File: src/hdl/jfhs_pkg.sv
// Shared types and constants of the frame header scanner.
package jfhs_pkg;

	localparam int POSITION_BITS = 32;

	localparam logic [7:0] MARK_PREFIX = 8'hFF;
	localparam logic [7:0] MARK_SOI    = 8'hD8;
	localparam logic [7:0] MARK_SOF0   = 8'hC0;
	localparam logic [7:0] MARK_SOF2   = 8'hC2;

	typedef struct packed {
		logic [7:0] data_byte;
		logic       last;
	} item_t;

	typedef struct packed {
		logic        found;
		logic [15:0] height;
		logic [15:0] width;
	} res_t;

endpackage

File: src/hdl/jfhs_in_reg.sv
// Input register stage holding one byte transaction.
module jfhs_in_reg import jfhs_pkg::*; (
	input  logic  clk,
	input  logic  arst_n,
	input  logic  in_valid,
	output logic  in_ready,
	input  item_t in_item,
	input  logic  advance,
	output logic  valid_s1,
	output item_t item_s1
);

	logic vld_q;

	assign in_ready = !vld_q || advance;
	assign valid_s1 = vld_q;

	always_ff @(posedge clk or negedge arst_n) begin
		if (!arst_n) begin
			vld_q <= 1'b0;
		end else if (in_ready) begin
			vld_q <= in_valid;
		end
	end

	always_ff @(posedge clk) begin
		if (in_ready && in_valid) begin
			item_s1 <= in_item;
		end
	end

endmodule

File: src/hdl/jfhs_parser.sv
// Marker walk state and combinational next-state logic of the scanner.
module jfhs_parser import jfhs_pkg::*; (
	input  logic  clk,
	input  logic  arst_n,
	input  logic  step,
	input  item_t item,
	output logic  res_valid,
	output res_t  res
);

	localparam int PW = POSITION_BITS;

	localparam logic [2:0] PH_START  = 3'd0;
	localparam logic [2:0] PH_SCAN   = 3'd1;
	localparam logic [2:0] PH_MARKER = 3'd2;
	localparam logic [2:0] PH_FRAME  = 3'd3;
	localparam logic [2:0] PH_IDLE   = 3'd4;

	localparam logic [PW-1:0] OFF_CODE   = PW'(1);
	localparam logic [PW-1:0] OFF_LEN_HI = PW'(2);
	localparam logic [PW-1:0] OFF_LEN_LO = PW'(3);
	localparam logic [PW-1:0] OFF_H_HI   = PW'(5);
	localparam logic [PW-1:0] OFF_H_LO   = PW'(6);
	localparam logic [PW-1:0] OFF_W_HI   = PW'(7);
	localparam logic [PW-1:0] OFF_W_LO   = PW'(8);
	localparam logic [PW-1:0] OFF_DONE   = PW'(9);
	localparam logic [PW-1:0] POS_MAX    = {PW{1'b1}};
	localparam logic [PW:0]   TGT_RESET  = (PW+1)'(2);

	logic [2:0]    phase_q, phase_d;
	logic [PW-1:0] pos_q, pos_d;
	logic [PW:0]   tgt_q, tgt_d;
	logic [PW-1:0] mstart_q, mstart_d;
	logic [7:0]    lenh_q, lenh_d;
	logic [15:0]   hcap_q, hcap_d;
	logic [15:0]   wcap_q, wcap_d;
	logic          rep_q, rep_d;

	logic [PW-1:0] off;
	logic [15:0]   seg_len;
	logic [PW:0]   tgt_new;
	logic          hit;
	logic [7:0]    b;

	assign b       = item.data_byte;
	assign off     = pos_q - mstart_q;
	assign seg_len = {lenh_q, b};
	assign tgt_new = (seg_len < 16'd2) ? ({1'b0, mstart_q} + (PW+1)'(4))
	                                   : ({1'b0, mstart_q} + (PW+1)'(seg_len) + (PW+1)'(2));
	assign hit     = (phase_q == PH_FRAME) && (off == OFF_DONE);

	assign res_valid  = hit || (item.last && !rep_q);
	assign res.found  = hit;
	assign res.height = hit ? hcap_q : 16'd0;
	assign res.width  = hit ? wcap_q : 16'd0;

	always_comb begin
		phase_d  = phase_q;
		tgt_d    = tgt_q;
		mstart_d = mstart_q;
		lenh_d   = lenh_q;
		hcap_d   = hcap_q;
		wcap_d   = wcap_q;
		rep_d    = rep_q;
		pos_d    = (pos_q != POS_MAX) ? pos_q + PW'(1) : pos_q;
		case (phase_q)
			PH_START: begin
				if (pos_q == '0) begin
					if (b != MARK_PREFIX) phase_d = PH_IDLE;
				end else begin
					phase_d = (b == MARK_SOI) ? PH_SCAN : PH_IDLE;
				end
			end
			PH_SCAN: begin
				if (({1'b0, pos_q} >= tgt_q) && (b == MARK_PREFIX)) begin
					mstart_d = pos_q;
					phase_d  = PH_MARKER;
				end
			end
			PH_MARKER: begin
				if (off == OFF_CODE) begin
					if (b == MARK_SOF0 || b == MARK_SOF2) phase_d = PH_FRAME;
				end else if (off == OFF_LEN_HI) begin
					lenh_d = b;
				end else if (off == OFF_LEN_LO) begin
					tgt_d   = tgt_new;
					phase_d = PH_SCAN;
				end
			end
			PH_FRAME: begin
				if (off == OFF_H_HI)      hcap_d[15:8] = b;
				else if (off == OFF_H_LO) hcap_d[7:0]  = b;
				else if (off == OFF_W_HI) wcap_d[15:8] = b;
				else if (off == OFF_W_LO) wcap_d[7:0]  = b;
				else if (hit) begin
					rep_d   = 1'b1;
					phase_d = PH_IDLE;
				end
			end
			default: ;
		endcase
		// End of file: drop everything and start over on the next byte.
		if (item.last) begin
			phase_d  = PH_START;
			pos_d    = '0;
			tgt_d    = TGT_RESET;
			mstart_d = '0;
			lenh_d   = 8'd0;
			hcap_d   = 16'd0;
			wcap_d   = 16'd0;
			rep_d    = 1'b0;
		end
	end

	always_ff @(posedge clk or negedge arst_n) begin
		if (!arst_n) begin
			phase_q  <= PH_START;
			pos_q    <= '0;
			tgt_q    <= TGT_RESET;
			mstart_q <= '0;
			lenh_q   <= 8'd0;
			hcap_q   <= 16'd0;
			wcap_q   <= 16'd0;
			rep_q    <= 1'b0;
		end else if (step) begin
			phase_q  <= phase_d;
			pos_q    <= pos_d;
			tgt_q    <= tgt_d;
			mstart_q <= mstart_d;
			lenh_q   <= lenh_d;
			hcap_q   <= hcap_d;
			wcap_q   <= wcap_d;
			rep_q    <= rep_d;
		end
	end

endmodule

File: src/hdl/jfhs_out_reg.sv
// Result register holding one result transaction until it is taken.
module jfhs_out_reg import jfhs_pkg::*; (
	input  logic clk,
	input  logic arst_n,
	input  logic load,
	input  res_t res_in,
	output logic out_valid,
	input  logic out_ready,
	output res_t res_out
);

	logic vld_q;
	res_t res_q;

	assign out_valid = vld_q;
	assign res_out   = res_q;

	always_ff @(posedge clk or negedge arst_n) begin
		if (!arst_n) begin
			vld_q <= 1'b0;
		end else if (load) begin
			vld_q <= 1'b1;
		end else if (out_ready) begin
			vld_q <= 1'b0;
		end
	end

	always_ff @(posedge clk) begin
		if (load) begin
			res_q <= res_in;
		end
	end

endmodule

File: src/hdl/jpeg_frame_header_scanner_core.sv
// Each byte is held in the input register, then its result in the result register.
// Throughput: one byte per cycle; the input register stalls only while the
//   result register is full and out_ready is low.
// Reset: arst_n clears the parse state to "expect start marker" at offset 0 and
//   empties both registers; the byte with last set also restores that state.
module jpeg_frame_header_scanner_core import jfhs_pkg::*; (
	input  logic        clk,
	input  logic        arst_n,
	input  logic        in_valid,
	output logic        in_ready,
	input  logic [7:0]  data_byte,
	input  logic        last,
	output logic        out_valid,
	input  logic        out_ready,
	output logic        found,
	output logic [15:0] height,
	output logic [15:0] width
);

	item_t in_item;
	item_t item_s1;
	logic  valid_s1;
	logic  advance;
	logic  res_valid;
	res_t  res_next;
	res_t  res_cur;

	assign in_item.data_byte = data_byte;
	assign in_item.last      = last;

	// Advance the held byte whenever the result register can take a result
	// this cycle: it is empty, or its transaction completes now.
	assign advance = valid_s1 && (!out_valid || out_ready);

	jfhs_in_reg u_in (
		.clk      (clk),
		.arst_n   (arst_n),
		.in_valid (in_valid),
		.in_ready (in_ready),
		.in_item  (in_item),
		.advance  (advance),
		.valid_s1 (valid_s1),
		.item_s1  (item_s1)
	);

	// Walk the markers: one compare-and-update pass per byte.
	jfhs_parser u_parse (
		.clk       (clk),
		.arst_n    (arst_n),
		.step      (advance),
		.item      (item_s1),
		.res_valid (res_valid),
		.res       (res_next)
	);

	// Hold the result until the consumer takes it.
	jfhs_out_reg u_out (
		.clk       (clk),
		.arst_n    (arst_n),
		.load      (advance && res_valid),
		.res_in    (res_next),
		.out_valid (out_valid),
		.out_ready (out_ready),
		.res_out   (res_cur)
	);

	assign found  = res_cur.found;
	assign height = res_cur.height;
	assign width  = res_cur.width;

endmodule

File: config.mk
export PLATFORM = sky130hd
export DESIGN_NAME = jpeg_frame_header_scanner_core
export DESIGN_NICKNAME = d
export VERILOG_FILES = /design/src/hdl/jfhs_pkg.sv /design/src/hdl/jfhs_in_reg.sv /design/src/hdl/jfhs_parser.sv /design/src/hdl/jfhs_out_reg.sv /design/src/hdl/jpeg_frame_header_scanner_core.sv
export SDC_FILE = /design/constraint.sdc
export NUM_CORES = 1
export LEC_CHECK = 0
export BUFFER_PORTS_ARGS = -buffer_cell sky130_fd_sc_hd__clkbuf_2
export CORE_AREA = 2 2 122 183
export CTS_CLUSTER_SIZE = 14
export DETAILED_ROUTE_END_ITERATION = 8
export DIE_AREA = 0 0 124 185
export PLACE_DENSITY = 0.74
export SLEW_MARGIN = 15
export SYNTH_ARGS = -nofsm -noshare
export SYNTH_HDL_FRONTEND = slang
export SYNTH_SLANG_ARGS = --single-unit
File: constraint.sdc
create_clock -name clk -period 8.6 [get_ports clk]
set_clock_uncertainty 0.15 [all_clocks]
set_input_delay 0.86 -clock clk [delete_from_list [all_inputs] [get_ports clk]]
set_output_delay 0.86 -clock clk [all_outputs]
set_load 0.1 [all_outputs]
# Yosys cells after proc, flatten, opt, wreduce, memory -nomap -nowiden
# Index checks and enable logic that the tools add are counted.
# classes
add_sub_neg	5
order_cmp	2
eq_ne	33
mux	51
reduce_logical	39
# ops
op	count
$mux 33	6
$mux 32	5
$eq 32x3->1 const B	3
$mux 16	6
$mux 8	10
$eq 32x2->1 const B	2
$eq 32x4->1 const B	2
$mux 3	14
$add 32x16->33	1
$add 32x3->33 const B	1
$add 33x2->33 const B	1
$ge 32x33->1	1
$add 32x1->32 const B	1
$eq 32x1->1 const B	1
$eq 8x8->1 const B	4
$logic_not 32->1	1
$ne 32x32->1 const B	1
$sub 32x32->32	1
$reduce_bool 2->1	13
$lt 16x2->1 const B	1
$ne 2x2->1 const B	6
$ne 3x3->1 const B	4
$pmux 3 s4	1
$reduce_and 12->1	1
other kinds (19)	43
# totals
register_bits	185
inputBits	13

# Depth between registers and ports, before layout
# logic_depth
ltp_word	10
depth_mapped	17
depth_no_buf	17

# By module
# A second synthesis with hierarchy kept.
# unflattened
cells_unflattened	1385
hier_area_um2	12595.8
# modules_own_cells
module	instances	cells_per_inst	area_per_inst_um2	seq_area_each_um2
jfhs_parser	1	1333	11225.8	3529.6
jfhs_out_reg	1	36	1027.2	1016.0
jfhs_in_reg	1	13	324.1	295.3
jpeg_frame_header_scanner_core	1	3	18.8	0.0

# Least setup slack after synthesis
# OpenSTA, ideal clock, no wires.
# synth_path
path_kind	flip-flop to flip-flop
start	register u_parse.pos_q[0]
end	register u_out.res_q, in the netlist u_out.res_out[0], enable pin
arrival_ns	5.013
t_required_ns	8.026
path_slack_ns	3.013
path_stages_with_launch	17
path_cell_list	dfrtp_1 inv_1 ha_1 fa_1 nor2b_1 o31ai_2 a311o_1 a21oi_2 a31oi_1 o211a_1 nor4_1 nand4b_2 nor4_2 buf_2 and2_1 nor2_1 nor2_1
# synth_between
elab_chain_len	5
# synth_rtl
element	line	source
start: declaration	jfhs_parser.sv:31	logic [PW-1:0] pos_q, pos_d;
start signal: assignment	jfhs_parser.sv:127	pos_q <= pos_d;
$sub 32x32->32	jfhs_parser.sv:46	assign off = pos_q - mstart_q;
$eq 32x4->1	jfhs_parser.sv:50	assign hit = (phase_q == PH_FRAME) && (off == OFF_DONE);
$logic_and 1x1->1	jfhs_parser.sv:50	
net u_parse.hit	jfhs_parser.sv:42	logic hit;
$logic_or 1x1->1	jfhs_parser.sv:52	assign res_valid = hit || (item.last && !rep_q);
$logic_and 1x1->1	jpeg_frame_header_scanner_core.sv:60	.load (advance && res_valid),
net u_out.load	jfhs_out_reg.sv:5	input logic load,
end signal: assignment	jfhs_out_reg.sv:30	res_q <= res_in;
end: declaration	jfhs_out_reg.sv:13	res_t res_q;
# The timed path passes the listed nets, and every way through them passes these cells.
# A chain may end at the register's enable or synchronous reset.

# Worst setup path in the final report
# layout_path
start	register u_parse.pos_q[0]
end	register u_out.res_q, in the netlist u_out.res_out[29], enable pin
# Same word-level chain as after synthesis.

==> impl_metrics.tcl <==
set metrics [dict create \
    outcome "finished, final reports clean" \
    yosysMostFrequentCell "nand2_1" \
    final_cells 1666 \
    fin_ws_ns 3.46 \
    drive_gt1_share_pct 8.25 \
    p_switching_uw 764 \
    dp.cells 1634 \
    seq_area_frac_synth_pct 39.6 \
    cp-end-kind "register" \
    cts_tree "done" \
    core_sq_um 21500 \
    pwr-share-clk_pct 33.8 \
    dr.pass1.iters 5 \
    route.detailed.drc 0 \
    worstPathArrival_ns 5.10 \
    hold_viol_final 0 \
    grt_pass1_vias 10300 \
    wl_per_cell_um 19.2 \
    cts-hold-fix-buffers 0 \
    total_power_mw 2.27 \
    overflow 0 \
    syn_area_sq_um 12200 \
    slew_headroom_pct 22.7 \
    r2r_slack_ns 3.46 \
    synth-compound-area-share_pct 14.1 \
    core.rowCount 66 \
    die_h_um 185 \
    chipWidth_um 124 \
    synth-seq-cells 185 \
    cts_made_buffers 17 \
    clk_pin_slew_worst_paths_ns 0.07 \
    numPortBuffers 47 \
    clockRootBuffer "clkbuf_16" \
    synth_ff_type "dfrtp_1" \
    synth-async-reset-ratio_pct 77.3 \
    h-tree-depth 4 \
    post-place-ws_ns 3.08 \
    synth_common_cells "nand2_1 (163), dfrtp_1 (142), ha_1 (99)" \
    grt_start_max_net_pins 87 \
    hold_class "input port to asynchronous set/reset pin" \
    finalSetupViolations 0 \
    p_comb_share_pct 24.4 \
    synth_top_area_cell "dfrtp_1" \
    detail-route-antenna-nets 0 \
    p_per_area_nw_per_um2 170 \
    wirelength_mm 32.0 \
    swShare_pct 33.7 \
    path_max_fanout 41 \
    clk_latency_ns 0.45 \
    ir_drop_v 0.000137 \
    gp_congestion 0.944 \
    fin_crit_sh_pct 59.8 \
    synth-simple-area-share_pct 20.1 \
    n_antenna_cell 0 \
    syn_inst 1350 \
    fmaxAchievable_ghz 0.194 \
    cts_resized 0 \
    ys_warn_count 0 \
    antenna_found_initial 0 \
    p_leak_nw 5.99 \
    synth_xor_area_share_pct 6.15 \
    ios 48 \
    synth_top_family_by_area "simple AND/OR/NAND/NOR gates" \
    worst_setup_path_start_kind "register" \
    rsz0062_at_grt "no" \
    dp_hpwl_mm 23.6 \
    worst_pin_slew_ns 1.15 \
    start_util_pct 57.0 \
    ys_top_cells_by_area "dfrtp_1 (29%), edfxtp_1 (10%), ha_1 (10%)" \
    syn_avg_cell_area_sq_um 9.07 \
    worst-setup-path-type "register to register" \
    grt_pass1_wl_mm 52.1 \
    drv_cap 0 \
    final_area_sq_um 13300 \
    synthAdderAreaFrac_pct 10.4 \
    p_int_mw 1.50 \
    fin_tns_setup_ns 0 \
    clockBufferDepth 2 \
    post_cts_buffers 0 \
    synth_edf_count 42 \
    drt_iter0_drc 757 \
    areaGrowthSynthToFinish_pct 8.80 \
    yosys.area.top_type_share_pct 29.0 \
    viasPerCell 6.17 \
    nets 1495 \
    syn_nets 1464 \
    fin_crit_ns 5.14 \
    clock_sinks 185 \
    muxShareOfSynthArea_pct 5.33 \
    ys_types 75 \
    seqPwrFrac_pct 41.8 \
    placed_area_sq_um 12700 \
    maxSlewViolCount 0 \
    worstPathRequired_ns 8.55 \
    die_area_sq_um 22900 \
    vias 10300 \
    grt_usage_pct 29.3 \
]
==> metal layers <==
| layer | wire length [um] | vias to the layer above | track usage [%] |
|---|---|---|---|
| li1 | - | 4892 | - |
| met1 | 12500 | 4984 | 32.8 |
| met2 | 16700 | 302 | 52.5 |
| met3 | 1140 | 101 | 3.60 |
| met4 | 1710 | 0 | 17.3 |
| met5 | 0 | - | 0 |
==> metrics by stage <==
step | hold WS, ns | utilization (%)
after floorplan | 0.300 | -
after global placement | 0.311 | 59.4
after detailed placement | 0.320 | 59.4
after CTS | 0.337 | 62.0
after global routing | 0.356 | 62.0
final | 0.326 | 62.0
==> flip-flops by register name (all words and copies together), names as in the netlist <==
signal and flops:
u_out.res_out 33, u_parse.tgt_q 33, u_parse.mstart_q 32, u_parse.pos_q 32, u_parse.hcap_q 16, u_parse.wcap_q 16, u_in.item_s1 9, u_parse.lenh_q 8
u_parse.phase_q 3, u_in.valid_s1 1, u_out.out_valid 1, u_parse.rep_q 1
==> layout make-up <==
| type | count | area [sq um] |
|---|---|---|
| multi-input combinational | 1034 | 6920 |
| clock inverter | 14 | 133 |
| fill | 1817 | 8150 |
| inverter | 82 | 308 |
| tap | 272 | 340 |
| timing repair buffer | 61 | 347 |
| clock buffer | 18 | 429 |
| sequential | 185 | 4840 |
==> placed cells by master (no fill, tap or decap), types with 45 or more instances in the layout <==
cell type  Yosys  final
nand2_1      163    163
dfrtp_1      142    142
ha_1          99     99
nor2_1        96     93
inv_1         82     82
a21oi_1       80     79
o21ai_0       74     74
mux2i_1       55     55
xnor2_1       54     54
clkbuf_2       0     46
and3_1        45     45
==> final timing paths <==
kind                                    from                 to  cells past startpoint
max                         u_parse.pos_q[0]  u_out.res_out[29]                     17
min                                   arst_n  u_parse.tgt_q[20]                      1
max reg2reg                 u_parse.pos_q[0]  u_out.res_out[29]                     17
min reg2reg                u_parse.tgt_q[22]  u_parse.tgt_q[22]                      2
max in group asynchronous             arst_n   u_parse.tgt_q[6]                      2
min in group clk           u_parse.tgt_q[22]  u_parse.tgt_q[22]                      2
==> power groups by stage <==
| stage | sequential (mW) | combinational [mW] | clock, mW |
|---|---|---|---|
| final | 0.948 | 0.554 | 0.765 |
| after global routing | 0.951 | 0.602 | 0.809 |
| after CTS | 0.948 | 0.549 | 0.773 |
| after detailed placement | 0.966 | 0.547 | 0 |
| after global placement | 0.964 | 0.542 | 0 |
| after floorplan | 1.01 | 0.364 | 0 |
==> cell families after synthesis <==
family / Yosys count
compound gates: 287
xor+xnor: 86
fa+ha+maj: 101
buf+inv: 131
flops: 185
mux: 64
simple gates: 496
==> critical path, cell delays in order, from the launching register on <==
cell and delay, ns:
dfrtp_1 0.38, inv_1 0.13, ha_1 0.22, fa_1 0.43, nor2b_1 0.20, o31ai_2 0.12, a311o_1 0.34, a21oi_2 0.32
a31oi_1 0.19, o211a_1 0.25, nor4_1 0.32, nand4b_2 0.28, nor4_4 0.30, buf_4 0.37, and2_1 0.27, nor2_1 0.08
nor2_2 0.07, buf_4 0.37
No activity file was read; power rests on OpenSTA's default activity.
